[src/hw/rtl/cvrs_pkg.sv]
`timescale 1ns / 1ps

package cvrs_pkg;

    localparam int READ_INDEX_BITS_DEF = 16;
    localparam int REF_POS_BITS_DEF    = 32;

    localparam int OP_KIND_BITS    = 3;
    localparam int OP_LENGTH_BITS  = 28;
    localparam int POS_FIELD_BITS  = 31;
    localparam int ALLELE_LEN_BITS = 10;
    localparam int READ_LEN_BITS   = 16;
    localparam int RES_BITS        = 16;

    localparam int QUEUE_DEPTH = 4;

    localparam logic [OP_KIND_BITS-1:0] OP_MATCH     = 3'd0;
    localparam logic [OP_KIND_BITS-1:0] OP_DELETION  = 3'd1;
    localparam logic [OP_KIND_BITS-1:0] OP_REF_SKIP  = 3'd2;
    localparam logic [OP_KIND_BITS-1:0] OP_INSERTION = 3'd3;
    localparam logic [OP_KIND_BITS-1:0] OP_SOFT_CLIP = 3'd4;

    typedef struct packed {
        logic first_op;
        logic last_op;
    } op_flags_t;

    typedef struct packed {
        logic not_empty;
        logic not_full;
    } queue_status_t;

    // queue entry: flags, read cursor, read length, usable match bases,
    // reference cursor, site start, site end
    function automatic int entry_bits(int read_bits, int pos_bits);
        return $bits(op_flags_t) + 3 * read_bits + (pos_bits + 2) + 2 * (pos_bits + 3);
    endfunction

endpackage

[src/hw/rtl/cvrs_intf.sv]
`timescale 1ns / 1ps

interface cvrs_op_if import cvrs_pkg::*; ();
    logic                       valid;
    logic                       ready;
    logic [OP_KIND_BITS-1:0]    op_kind;
    logic [OP_LENGTH_BITS-1:0]  op_length;
    logic                       first_op;
    logic                       last_op;
    logic [POS_FIELD_BITS-1:0]  align_start;
    logic [POS_FIELD_BITS-1:0]  variant_pos;
    logic [ALLELE_LEN_BITS-1:0] ref_allele_len;
    logic [READ_LEN_BITS-1:0]   read_length;

    modport source (
        output valid, op_kind, op_length, first_op, last_op,
               align_start, variant_pos, ref_allele_len, read_length,
        input  ready
    );

    modport sink (
        input  valid, op_kind, op_length, first_op, last_op,
               align_start, variant_pos, ref_allele_len, read_length,
        output ready
    );
endinterface

interface cvrs_res_if import cvrs_pkg::*; ();
    logic                valid;
    logic                ready;
    logic [RES_BITS-1:0] pre_length;
    logic [RES_BITS-1:0] variant_length;
    logic [RES_BITS-1:0] post_start;
    logic                post_present;
    logic                site_aligned;

    modport source (
        output valid, pre_length, variant_length, post_start, post_present,
               site_aligned,
        input  ready
    );

    modport sink (
        input  valid, pre_length, variant_length, post_start, post_present,
               site_aligned,
        output ready
    );
endinterface

[src/hw/rtl/cvrs_front.sv]
`timescale 1ns / 1ps

module cvrs_front import cvrs_pkg::*; #(
    parameter int READ_INDEX_BITS = READ_INDEX_BITS_DEF,
    parameter int REF_POS_BITS    = REF_POS_BITS_DEF
) (
    input  logic          clk,
    input  logic          rst_n,
    cvrs_op_if.sink       op,
    input  queue_status_t q_status,
    output logic          push,
    output logic [entry_bits(READ_INDEX_BITS, REF_POS_BITS)-1:0] push_data
);

    localparam int RB  = READ_INDEX_BITS;
    localparam int PB  = REF_POS_BITS;
    localparam int RCW = RB + 1;
    localparam int PCW = PB + 2;
    localparam int SW  = PB + 3;
    localparam int RSW = ((RCW > OP_LENGTH_BITS) ? RCW : OP_LENGTH_BITS) + 1;
    localparam int PSW = ((PCW > OP_LENGTH_BITS) ? PCW : OP_LENGTH_BITS) + 1;
    localparam int LCW = (RB > OP_LENGTH_BITS) ? RB : OP_LENGTH_BITS;

    logic [PCW-1:0] ref_cur_reg,  ref_cur_next;
    logic [RCW-1:0] read_cur_reg, read_cur_next;
    logic [SW-1:0]  site_start_reg;
    logic [SW-1:0]  site_end_reg;
    logic [RB-1:0]  read_bases_reg;

    logic           accept;
    logic [PCW-1:0] ref_eff;
    logic [RCW-1:0] read_eff;
    logic [SW-1:0]  vp_ext;
    logic [SW-1:0]  ss_eff;
    logic [SW-1:0]  se_eff;
    logic [RB-1:0]  rb_eff;
    logic [RB-1:0]  avail;
    logic           len_short;
    logic [RB-1:0]  n_val;
    logic [RSW-1:0] rsum;
    logic [PSW-1:0] psum;
    logic [RCW-1:0] read_adv;
    logic [PCW-1:0] ref_adv;
    op_flags_t      flags;

    assign op.ready = q_status.not_full;
    assign accept   = op.valid && op.ready;

    always_comb
    begin
        // a first op restarts the walk from the read-level fields
        ref_eff  = op.first_op ? PCW'(PB'(op.align_start)) : ref_cur_reg;
        read_eff = op.first_op ? '0 : read_cur_reg;
        vp_ext   = SW'(PB'(op.variant_pos));
        ss_eff   = op.first_op ? (vp_ext - SW'(1)) : site_start_reg;
        se_eff   = op.first_op ? (vp_ext + SW'(op.ref_allele_len) - SW'(1)) : site_end_reg;
        rb_eff   = op.first_op ? RB'(op.read_length) : read_bases_reg;

        // match bases that still fall inside the read
        avail     = rb_eff - read_eff[RB-1:0];
        len_short = LCW'(op.op_length) < LCW'(avail);
        if (op.op_kind == OP_MATCH && read_eff < RCW'(rb_eff))
        begin
            n_val = len_short ? RB'(op.op_length) : avail;
        end
        else
        begin
            n_val = '0;
        end

        rsum     = RSW'(read_eff) + RSW'(op.op_length);
        psum     = PSW'(ref_eff) + PSW'(op.op_length);
        read_adv = (|rsum[RSW-1:RCW]) ? '1 : rsum[RCW-1:0];
        ref_adv  = (|psum[PSW-1:PCW]) ? '1 : psum[PCW-1:0];

        unique case (op.op_kind)
            OP_MATCH:
            begin
                ref_cur_next  = ref_adv;
                read_cur_next = read_adv;
            end
            OP_DELETION, OP_REF_SKIP:
            begin
                ref_cur_next  = ref_adv;
                read_cur_next = read_eff;
            end
            OP_INSERTION, OP_SOFT_CLIP:
            begin
                ref_cur_next  = ref_eff;
                read_cur_next = read_adv;
            end
            default:
            begin
                ref_cur_next  = ref_eff;
                read_cur_next = read_eff;
            end
        endcase

        flags.first_op = op.first_op;
        flags.last_op  = op.last_op;
    end

    assign push      = accept;
    assign push_data = {flags, read_eff[RB-1:0], rb_eff, n_val, ref_eff, ss_eff, se_eff};

    always_ff @(posedge clk or negedge rst_n)
    begin
        if (!rst_n)
        begin
            ref_cur_reg    <= '0;
            read_cur_reg   <= '0;
            site_start_reg <= '0;
            site_end_reg   <= '0;
            read_bases_reg <= '0;
        end
        else if (accept)
        begin
            ref_cur_reg    <= ref_cur_next;
            read_cur_reg   <= read_cur_next;
            site_start_reg <= ss_eff;
            site_end_reg   <= se_eff;
            read_bases_reg <= rb_eff;
        end
    end

endmodule

[src/hw/rtl/cvrs_queue.sv]
`timescale 1ns / 1ps

module cvrs_queue import cvrs_pkg::*; #(
    parameter int WIDTH = 8,
    parameter int DEPTH = QUEUE_DEPTH
) (
    input  logic             clk,
    input  logic             rst_n,
    input  logic             push,
    input  logic [WIDTH-1:0] push_data,
    input  logic             pop,
    output logic [WIDTH-1:0] pop_data,
    output queue_status_t    status
);

    localparam int AW = (DEPTH > 1) ? $clog2(DEPTH) : 1;
    localparam int CW = $clog2(DEPTH + 1);

    logic [WIDTH-1:0] mem [DEPTH];
    logic [AW-1:0]    wr_ptr_reg, wr_ptr_next;
    logic [AW-1:0]    rd_ptr_reg, rd_ptr_next;
    logic [CW-1:0]    count_reg,  count_next;

    always_comb
    begin
        wr_ptr_next = (wr_ptr_reg == AW'(DEPTH - 1)) ? '0 : wr_ptr_reg + AW'(1);
        rd_ptr_next = (rd_ptr_reg == AW'(DEPTH - 1)) ? '0 : rd_ptr_reg + AW'(1);
        unique case ({push, pop})
            2'b10:   count_next = count_reg + CW'(1);
            2'b01:   count_next = count_reg - CW'(1);
            default: count_next = count_reg;
        endcase
    end

    assign status.not_empty = (count_reg != '0);
    assign status.not_full  = (count_reg != CW'(DEPTH));
    assign pop_data         = mem[rd_ptr_reg];

    always_ff @(posedge clk)
    begin
        if (push)
        begin
            mem[wr_ptr_reg] <= push_data;
        end
    end

    always_ff @(posedge clk or negedge rst_n)
    begin
        if (!rst_n)
        begin
            wr_ptr_reg <= '0;
            rd_ptr_reg <= '0;
            count_reg  <= '0;
        end
        else
        begin
            if (push)
            begin
                wr_ptr_reg <= wr_ptr_next;
            end
            if (pop)
            begin
                rd_ptr_reg <= rd_ptr_next;
            end
            count_reg <= count_next;
        end
    end

endmodule

[src/hw/rtl/cvrs_back.sv]
`timescale 1ns / 1ps

module cvrs_back import cvrs_pkg::*; #(
    parameter int READ_INDEX_BITS = READ_INDEX_BITS_DEF,
    parameter int REF_POS_BITS    = REF_POS_BITS_DEF
) (
    input  logic          clk,
    input  logic          rst_n,
    input  queue_status_t q_status,
    input  logic [entry_bits(READ_INDEX_BITS, REF_POS_BITS)-1:0] pop_data,
    output logic          pop,
    cvrs_res_if.source    res
);

    localparam int RB  = READ_INDEX_BITS;
    localparam int PCW = REF_POS_BITS + 2;
    localparam int SW  = REF_POS_BITS + 3;

    op_flags_t      e_flags;
    logic [RB-1:0]  e_r;
    logic [RB-1:0]  e_rb;
    logic [RB-1:0]  e_n;
    logic [PCW-1:0] e_p;
    logic [SW-1:0]  e_ss;
    logic [SW-1:0]  e_se;

    logic           en;
    logic [SW-1:0]  p_ext;
    logic [SW-1:0]  d_start;
    logic [SW-1:0]  d_end;
    logic           ds_pos;
    logic           de_pos;
    logic [RB-1:0]  k_val;
    logic [RB-1:0]  j0_val;
    logic           upd_b;
    logic           upd_a;

    logic           b1_valid_reg;
    op_flags_t      b1_flags_reg;
    logic [RB-1:0]  b1_r_reg;
    logic [RB-1:0]  b1_rb_reg;
    logic [RB-1:0]  b1_k_reg;
    logic [RB-1:0]  b1_j0_reg;
    logic           b1_upd_b_reg;
    logic           b1_upd_a_reg;

    logic [RB-1:0]  before_reg, before_next;
    logic           found_reg,  found_next;
    logic [RB-1:0]  after_reg,  after_next;
    logic [RB-1:0]  before_in;
    logic           found_in;

    logic           res_valid_reg;
    logic [RB-1:0]  res_pre_reg;
    logic           res_found_reg;
    logic [RB-1:0]  res_after_reg;
    logic [RB-1:0]  res_rb_reg;
    logic [RB-1:0]  stop;
    logic [RB-1:0]  var_len;

    assign {e_flags, e_r, e_rb, e_n, e_p, e_ss, e_se} = pop_data;

    // freeze the whole back end while a result waits on the receiver
    assign en  = !res_valid_reg || res.ready;
    assign pop = en && q_status.not_empty;

    // offsets of the site edges from this op's reference cursor
    always_comb
    begin
        p_ext   = SW'(e_p);
        d_start = e_ss - p_ext;
        d_end   = e_se - p_ext;
        ds_pos  = !d_start[SW-1] && (d_start != '0);
        de_pos  = !d_end[SW-1] && (d_end != '0);
        k_val   = (d_start > SW'(e_n)) ? e_n : d_start[RB-1:0];
        upd_b   = ds_pos && (e_n != '0);
        j0_val  = de_pos ? d_end[RB-1:0] : '0;
        upd_a   = de_pos ? (d_end < SW'(e_n)) : (e_n != '0);
    end

    always_ff @(posedge clk or negedge rst_n)
    begin
        if (!rst_n)
        begin
            b1_valid_reg <= 1'b0;
        end
        else if (en)
        begin
            b1_valid_reg <= q_status.not_empty;
        end
    end

    always_ff @(posedge clk)
    begin
        if (en)
        begin
            b1_flags_reg <= e_flags;
            b1_r_reg     <= e_r;
            b1_rb_reg    <= e_rb;
            b1_k_reg     <= k_val;
            b1_j0_reg    <= j0_val;
            b1_upd_b_reg <= upd_b;
            b1_upd_a_reg <= upd_a;
        end
    end

    always_comb
    begin
        before_in   = b1_flags_reg.first_op ? '0 : before_reg;
        found_in    = b1_flags_reg.first_op ? 1'b0 : found_reg;
        before_next = b1_upd_b_reg ? (b1_r_reg + b1_k_reg) : before_in;
        found_next  = found_in || b1_upd_a_reg;
        // keep the first base found at or past the site end
        after_next  = (!found_in && b1_upd_a_reg) ? (b1_r_reg + b1_j0_reg) : after_reg;
    end

    always_ff @(posedge clk or negedge rst_n)
    begin
        if (!rst_n)
        begin
            before_reg    <= '0;
            found_reg     <= 1'b0;
            after_reg     <= '0;
            res_valid_reg <= 1'b0;
        end
        else if (en)
        begin
            if (b1_valid_reg)
            begin
                before_reg <= before_next;
                found_reg  <= found_next;
                after_reg  <= after_next;
            end
            res_valid_reg <= b1_valid_reg && b1_flags_reg.last_op;
        end
    end

    always_ff @(posedge clk)
    begin
        if (en)
        begin
            res_pre_reg   <= before_next;
            res_found_reg <= found_next;
            res_after_reg <= after_next;
            res_rb_reg    <= b1_rb_reg;
        end
    end

    always_comb
    begin
        stop    = res_found_reg ? res_after_reg : res_rb_reg;
        var_len = (stop > res_pre_reg) ? (stop - res_pre_reg) : '0;
    end

    assign res.valid          = res_valid_reg;
    assign res.pre_length     = RES_BITS'(res_pre_reg);
    assign res.variant_length = RES_BITS'(var_len);
    assign res.post_start     = res_found_reg ? RES_BITS'(res_after_reg) : '0;
    assign res.post_present   = res_found_reg;
    assign res.site_aligned   = (var_len != '0) && ((res_pre_reg != '0) || res_found_reg);

endmodule

[src/hw/rtl/cigar_variant_read_splitter.sv]
`timescale 1ns / 1ps
// CIGAR walk that splits one aligned read around a variant site.
// op (sink): one CIGAR operation per transaction. The first op of a read
//   carries first_op and the read-level fields (start, variant position,
//   reference allele length, read length); the final op carries last_op.
// res (source): one transaction per op marked last_op, giving pre length,
//   variant length, post start, post present and aligned-at-variant.
// Throughput: one op per cycle while op.ready is high, with no gaps
//   between reads. A last_op is written into the 4-entry op queue, then
//   passes the offset stage register and the result register, which raises
//   res.valid.
// The front end advances the cursors once per accepted op; the back end
//   resolves the site edges one op per cycle while res is not stalled.
// When res is stalled the result register and the back end hold; the front
//   keeps accepting until the op queue holds 4 ops, then drops op.ready.
// Reset clears the cursors, the site and the read length to zero; ops that
//   arrive before any first_op walk from that state.
module cigar_variant_read_splitter import cvrs_pkg::*; #(
    parameter int READ_INDEX_BITS = READ_INDEX_BITS_DEF,
    parameter int REF_POS_BITS    = REF_POS_BITS_DEF
) (
    input  logic       clk,
    input  logic       rst_n,
    cvrs_op_if.sink    op,
    cvrs_res_if.source res
);

    localparam int EW = entry_bits(READ_INDEX_BITS, REF_POS_BITS);

    queue_status_t   q_status;
    logic            push;
    logic [EW-1:0]   push_data;
    logic            pop;
    logic [EW-1:0]   pop_data;

    cvrs_front #(
        .READ_INDEX_BITS (READ_INDEX_BITS),
        .REF_POS_BITS    (REF_POS_BITS)
    ) u_front (
        .clk       (clk),
        .rst_n     (rst_n),
        .op        (op),
        .q_status  (q_status),
        .push      (push),
        .push_data (push_data)
    );

    cvrs_queue #(
        .WIDTH (EW),
        .DEPTH (QUEUE_DEPTH)
    ) u_queue (
        .clk       (clk),
        .rst_n     (rst_n),
        .push      (push),
        .push_data (push_data),
        .pop       (pop),
        .pop_data  (pop_data),
        .status    (q_status)
    );

    cvrs_back #(
        .READ_INDEX_BITS (READ_INDEX_BITS),
        .REF_POS_BITS    (REF_POS_BITS)
    ) u_back (
        .clk      (clk),
        .rst_n    (rst_n),
        .q_status (q_status),
        .pop_data (pop_data),
        .pop      (pop),
        .res      (res)
    );

endmodule

[src/flat_wrapper.sv]
// flat-port wrapper written by rule: the top's interface ports become plain ports
module cigar_variant_read_splitter_flat import cvrs_pkg::*;
#(
    parameter int READ_INDEX_BITS = READ_INDEX_BITS_DEF,
    parameter int REF_POS_BITS    = REF_POS_BITS_DEF
)
  (clk, rst_n, op_valid, op_op_kind, op_op_length, op_first_op, op_last_op, op_align_start, op_variant_pos, op_ref_allele_len, op_read_length, op_ready, res_valid, res_pre_length, res_variant_length, res_post_start, res_post_present, res_site_aligned, res_ready);
  cvrs_op_if op_i ();
  cvrs_res_if res_i ();
  input  logic clk;
  input  logic rst_n;
  input wire logic [$bits(op_i.valid)-1:0] op_valid;
  input wire logic [$bits(op_i.op_kind)-1:0] op_op_kind;
  input wire logic [$bits(op_i.op_length)-1:0] op_op_length;
  input wire logic [$bits(op_i.first_op)-1:0] op_first_op;
  input wire logic [$bits(op_i.last_op)-1:0] op_last_op;
  input wire logic [$bits(op_i.align_start)-1:0] op_align_start;
  input wire logic [$bits(op_i.variant_pos)-1:0] op_variant_pos;
  input wire logic [$bits(op_i.ref_allele_len)-1:0] op_ref_allele_len;
  input wire logic [$bits(op_i.read_length)-1:0] op_read_length;
  output wire logic [$bits(op_i.ready)-1:0] op_ready;
  output wire logic [$bits(res_i.valid)-1:0] res_valid;
  output wire logic [$bits(res_i.pre_length)-1:0] res_pre_length;
  output wire logic [$bits(res_i.variant_length)-1:0] res_variant_length;
  output wire logic [$bits(res_i.post_start)-1:0] res_post_start;
  output wire logic [$bits(res_i.post_present)-1:0] res_post_present;
  output wire logic [$bits(res_i.site_aligned)-1:0] res_site_aligned;
  input wire logic [$bits(res_i.ready)-1:0] res_ready;
  assign op_i.valid = op_valid;
  assign op_i.op_kind = op_op_kind;
  assign op_i.op_length = op_op_length;
  assign op_i.first_op = op_first_op;
  assign op_i.last_op = op_last_op;
  assign op_i.align_start = op_align_start;
  assign op_i.variant_pos = op_variant_pos;
  assign op_i.ref_allele_len = op_ref_allele_len;
  assign op_i.read_length = op_read_length;
  assign op_ready = op_i.ready;
  assign res_valid = res_i.valid;
  assign res_pre_length = res_i.pre_length;
  assign res_variant_length = res_i.variant_length;
  assign res_post_start = res_i.post_start;
  assign res_post_present = res_i.post_present;
  assign res_site_aligned = res_i.site_aligned;
  assign res_i.ready = res_ready;
  cigar_variant_read_splitter #(.READ_INDEX_BITS(READ_INDEX_BITS), .REF_POS_BITS(REF_POS_BITS)) u_core (.clk(clk), .rst_n(rst_n), .op(op_i), .res(res_i));
endmodule
[config.mk]
export PLATFORM = sky130hd
export DESIGN_NAME = cigar_variant_read_splitter_flat
export DESIGN_NICKNAME = d
export VERILOG_FILES = /design/src/hw/rtl/cvrs_pkg.sv /design/src/hw/rtl/cvrs_intf.sv /design/src/hw/rtl/cvrs_front.sv /design/src/hw/rtl/cvrs_queue.sv /design/src/hw/rtl/cvrs_back.sv /design/src/hw/rtl/cigar_variant_read_splitter.sv /design/src/flat_wrapper.sv
export SDC_FILE = /design/constraint.sdc
export NUM_CORES = 2
export LEC_CHECK = 0
export BUFFER_PORTS_ARGS = -buffer_cell sky130_fd_sc_hd__buf_2
export CORE_MARGIN = 2
export CORE_UTILIZATION = 35
export CTS_CLUSTER_SIZE = 8
export DETAILED_ROUTE_END_ITERATION = 8
export PLACE_DENSITY = 0.57
export SYNTH_ARGS = -nofsm -noshare
export SYNTH_HDL_FRONTEND = slang
export SYNTH_HIERARCHICAL = 1
export SYNTH_SLANG_ARGS = --single-unit
[constraint.sdc]
create_clock -name clk -period 9.6 [get_ports clk]
set_clock_uncertainty 0.2 [all_clocks]
set_input_delay 2.88 -clock clk [delete_from_list [all_inputs] [get_ports clk]]
set_output_delay 2.88 -clock clk [all_outputs]
set_load 0.005 [all_outputs]
# [Yosys cells after proc, flatten, opt, wreduce, memory -nomap -nowiden]
# Memories as Yosys holds them, arrays and structs flattened.
# Index checks and enable logic that the tools add are counted.
[totals] ff_bits=296 n_memories=1 elab_cells=108 ram_bits=616 output_inout_bits=52
[classes] eq_ne=9 addsub=15 order_cmp=5 n_reduce_logical=28 muxes=25
[memory_table] memory="u_core.u_queue.mem" depth=4 width=154 read_ports=1 rd_clocked_by_memory_dff=0 wr=1 line="cvrs_queue.sv:19" source="logic [WIDTH-1:0] mem [DEPTH];"
[op_table] op="$mux 16" count=10
[op_table] op="$mux 34" count=3
[op_table] op="$mux 35" count=2
[op_table] op="$reduce_bool 35->1" count=2
[op_table] op="$sub 35x34->35" count=2
[op_table] op="$mux 17" count=3
[op_table] op="$reduce_bool 16->1" count=3
[op_table] op="$add 34x28->35" count=1
[op_table] op="$gt 35x16->1" count=1
[op_table] op="$lt 35x16->1" count=1
[op_table] op="$sub 32x1->33 const B" count=1
[op_table] op="$add 16x16->16" count=2
[op_table] op="$add 31x10->32" count=1
[op_table] op="$sub 16x16->16" count=2
[op_table] op="$sub 31x1->32 const B" count=1
[op_table] op="$add 17x28->29" count=1
[op_table] op="$lt 28x16->1" count=1
[op_table] op="$lt 17x16->1" count=1
[op_table] op="$gt 16x16->1" count=1
[op_table] op="$reduce_or 12->1" count=1
[op_table] op="$logic_and 1x1->1" count=9
[op_table] op="$eq 2x2->1 const B" count=3
[op_table] op="$eq 3x2->1 const B" count=2
[op_table] op="$pmux 3 s2" count=1
[op_table] op="other kinds (16)" count=27

# [Depth between registers and ports, before layout]
[logic_depth] ltp_word=5 ltp_mapped=25

# [Cells and area by module]
# Netlist, hierarchy kept.
[modules_own_cells] module="cvrs_queue" area_per_inst_um2=22706.8 cells_each=843 n_inst=1
[modules_own_cells] module="cvrs_front" area_per_inst_um2=13357.8 cells_each=1693 n_inst=1
[modules_own_cells] module="cvrs_back" area_per_inst_um2=12762.2 cells_each=1343 n_inst=1

# [Worst setup path after synthesis]
# Ideal clock, no wire load.
[synth_timing] path_kind="input port to flip-flop" startpoint="in op_first_op" endpoint="mem u_core/u_queue/mem[0][114] (netlist name), data pin" path_buffers=5 slack_ns=1.156 path_stages=21 required_time_ns=9.136 t_arrival_ns=7.980 setup_time_ns=0.264 path_cell_list="buf_1 buf_1 clkbuf_1 mux2i_1 inv_1 ha_1 or3_1 a21o_1 a221o_1 a41o_1 nor4_1 nor3_1 xnor2_1 ha_1 and3_1 or4_1 a21oi_1 clkbuf_1 buf_2 nor2_1 o21a_1"
[synth_via] elab_chain_cells=5
[synth_lines] item="from (decl)" line="flat_wrapper.sv:15" source="input wire logic [$bits(op_i.first_op)-1:0] op_first_op;"
[synth_lines] item="$mux 16 *" line="cvrs_front.sv:57" source="rb_eff = op.first_op ? RB'(op.read_length) : read_bases_reg;"
[synth_lines] item="net u_core.push_data[126]" line="cigar_variant_read_splitter.sv:32" source="logic [EW-1:0] push_data;"
[synth_lines] item="$sub 16x16->16" line="cvrs_front.sv:60" source="avail = rb_eff - read_eff[RB-1:0];"
[synth_lines] item="$lt 28x16->1" line="cvrs_front.sv:61" source="len_short = LCW'(op.op_length) < LCW'(avail);"
[synth_lines] item="$mux 16" line="cvrs_front.sv:64" source="n_val = len_short ? RB'(op.op_length) : avail;"
[synth_lines] item="$mux 16 *" line="cvrs_front.sv:62" source="if (op.op_kind == OP_MATCH && read_eff < RCW'(rb_eff))"
[synth_lines] item="net u_core.push_data[114]" line="cigar_variant_read_splitter.sv:32"
[synth_lines] item="to (decl)" line="cvrs_queue.sv:19"
# The timed path passes the listed nets; every way through them passes the cells marked *.

# [Final worst setup path]
[layout_timing] startpoint="reg u_core.u_back.res_found_reg, in the netlist u_core/u_back/res.post_present" endpoint="out res_site_aligned"
[layout_via] elab_chain_cells=5
[layout_lines] item="from (decl)" line="cvrs_back.sv:55" source="logic res_found_reg;"
[layout_lines] item="from (signal assigned)" line="cvrs_back.sv:143" source="res_found_reg <= found_next;"
[layout_lines] item="$mux 16" line="cvrs_back.sv:151" source="stop = res_found_reg ? res_after_reg : res_rb_reg;"
[layout_lines] item="$sub 16x16->16 or $gt 16x16->1 (tied branches)" line="cvrs_back.sv:152" source="var_len = (stop > res_pre_reg) ? (stop - res_pre_reg) : '0;"
[layout_lines] item="$mux 16" line="cvrs_back.sv:152"
[layout_lines] item="$reduce_bool 16->1" line="cvrs_back.sv:160" source="assign res.site_aligned = (var_len != '0) && ((res_pre_reg != '0) || res_found_reg);"
[layout_lines] item="$logic_and 1x1->1 *" line="cvrs_back.sv:160"
[layout_lines] item="to (decl)" line="flat_wrapper.sv:27" source="output wire logic [$bits(res_i.site_aligned)-1:0] res_site_aligned;"
# Every way passes the cells marked *; elsewhere a longest branch is shown, timed or not.

==> impl_results.md <==
* Status: finished, final reports clean
* Most numerous cell in the Yosys netlist: edfxtp_1
* Ys flop type: edfxtp_1
* Max clock buf depth at 3
* F_max at 0.121 GHz
* Slew Limit Fails at 0
* Die Area at 143,000 µm²
* Register bit count reported by yosys at ~910
* Grt met1 use at 24.9%
* Setup crit start: u_core/u_back/res.post_present
* Sequential area share after synthesis at between 50 and 60%
* Boundary Pins at 177
* Gr ovfl total at 0
* Initial antenna violation count at 4
* Synth top area share at 45.1%
* Final hold vios at 0
* Layer with the highest usage: met2
* Largest net degree at the start of global routing at between 100 and 150
* Core Region at about 140,000 µm²
* CTS H-tree lvls at 4
* GPL Wtd Cong at slightly above 0.9
* CTS clk-pin slew, worst paths at 0.05 ns
* Mapped Nets at between 4,000 and 5,000
* Measured slew at the worst slew-check pin at 1.08 ns
* Synth-to-Final Area Change at 14.0%
* CP required at 6.52 ns
* Vias in the first global route at 30,923
* Die width at 378 µm
* FILL cells at roughly 13,000
* CTS buffer count at 133
* Num Clock Sinks at between 900 and 1,000
* Final Cycle Share at a little under nine tenths
* RSZ-0062 raised after global routing: false
* Post-synth ARST share at between 15 and 20%
* Post-Syn Area per Cell at between 10 and 15 µm²
* Synth unique cells at 104
* Syn. warnings at 6
* DRT Pass-1 Iters at 6
* CTS tree: built
* Final net count at around 4,500
* Top cell type by total area after synthesis: edfxtp_1
* Initial core utilization at 35.1%
* MaxCap Viol Count at 0
* Die Span Y at 378 µm
* Top cells by area, synth: edfxtp_1 (45%), dfrtp_1 (9.2%), ha_1 (7.7%)
* DRC Markers at 0
* CP Launch Type: flop
* Avg Vias per Cell at 5.22
* Crit path max-delay family: compound AO/OA/AOI/OAI gates
* Buf+Inv Stages, Crit Path at 3
* HPWL after DPL at 91,900 µm
* Max incr delay on CP at 0.63 ns
* Reg2reg start: u_core/u_queue/rd_ptr_reg[0]
* Number of synthesized flops with an enable pin at 733
* GR Util All Layers at 18.0%
* Kind of critical path: flop to output port
* HP Class: flop to flop
* Commonest cells in the netlist: edfxtp_1 (733), nand2_1 (310), ha_1 (302)
* Element type at the critical path end: output port
* Setup bufs post-CTS at 0
* Max stage delay cell, worst path: edfxtp_1
* Netlist Area Pre-Place at 48,800 µm²
* Vias at 31,646
* Met3 Use GR at 2.62%
* Port Buffers at 176
* Global-route met2 utilization at 29.5%
* Worst skew pair latency at around 0.73 ns
* Post-CTS resize count at 0
* Initial DRC Count at 2,398
* CP cell instances: inv_1, a21oi_1, ha_1, inv_1, fa_1, a21o_1, a21oi_1, o21bai_1, a21oi_1, o21bai_1, a21boi_0, o21ai_0, a211o_1, nand2_1, a41o_1, a41oi_1, buf_2
* Hold_buf cts at 0
* Critical path fanouts, max at 19
* First-pass GRT wire length at a little under 200,000 µm
* Layout cell share with drive strength beyond 1 at 16.2%
* WL/cell at 21.2 µm
* Rows at between 100 and 150
* Post-Synthesis Cells at 3,879
* CTS Root Cell: clkbuf_16
* Routed Antenna Nets at 0
* Max FFs per register at a little over 600
* CP most frequent cell: a21oi_1
* WL final at 128,000 µm
* Relative slew margins at 27.9%
* Setup Viol. Count Final at 0
* Hold Crit Start: u_core/u_back/b1_rb_reg[3]
* WP data arrival at 5.16 ns
* Final min period at roughly 8.2 ns
* Final TNS setup at 0 ns
## per-layer routing
layer | part of all wire [%] | up-vias
li1 | - | 14973
met1 | 46 | 15716
met2 | 47 | 810
met3 | 4.9 | 145
met4 | 2.0 | 2
met5 | 0.010 | -
## metrics by stage
stage	instances	utilization [%]	setup slack, ns	instance area, µm²	hold slack, ns
global route	6059	40.0	0.968	55600	0.225
finish	6060	40.0	1.36	55600	0.216
global placement	5823	37.1	1.35	51600	0.207
detailed placement	5823	37.1	1.32	51600	0.206
floorplan	3879	-	1.16	48800	0.200
CTS	6059	40.0	1.35	55600	0.218
## final timing paths
kind,to,slack (ns),depth (start not counted)
setup / recovery,res_site_aligned,1.36,17
hold / removal,u_core/u_back/res_rb_reg[3],0.22,0
setup reg to reg,u_core/u_back/b1_k_reg[1],3.00,19
hold reg to reg,u_core/u_back/res_rb_reg[3],0.22,0
max in group asynchronous,u_core/u_queue/rd_ptr_reg[1],6.07,2
min in group asynchronous,u_core/u_front/ref_cur_reg[20],1.95,1
## cells in the final DEF (no fill, tap or decap), types with 31 or more instances in the layout
| master | count |
|---|---|
| edfxtp_1 | 733 |
| nand2_1 | 308 |
| ha_1 | 302 |
| inv_1 | 274 |
| a21oi_1 | 245 |
| nor2_1 | 206 |
| o21ai_0 | 195 |
| dfrtp_1 | 177 |
| buf_2 | 174 |
| mux4_2 | 154 |
| xnor2_1 | 144 |
| clkbuf_16 | 134 |
| a21o_1 | 92 |
| mux2_2 | 91 |
| clkbuf_1 | 85 |
| xor2_1 | 56 |
| nor3_1 | 50 |
| nand3_1 | 50 |
| o22ai_1 | 47 |
| and2_1 | 45 |
| o21a_1 | 42 |
| nand2b_1 | 39 |
| nand4_1 | 36 |
| mux2i_1 | 32 |
| o21bai_1 | 31 |
## kinds of logic after synthesis
family / after synthesis / share of synthesized area, %
DFF: 912 / 54.3
and+or+nand+nor: 879 / 8.59
AOI/OAI and AO/OA: 877 / 11.6
buffers and inverters: 413 / 3.73
adders and majority gates: 313 / 8.17
muxes: 285 / 10.1
xor gates and xnor gates: 200 / 3.59
## layout make-up
type,count,area [µm²],area share (%)
inverters,275,1030,1.86
repair buffers,206,1200,2.15
diodes,1,2.50,0.00450
clock buffers,221,3700,6.65
clock inverters,15,308,0.553
flip-flops and latches,912,26500,47.6
multi-input cells,2554,20600,36.9
well taps,1876,2350,4.22
Power is not shown: default switching activity piles up to over one toggle a cycle in this logic, so the estimate is an artifact.
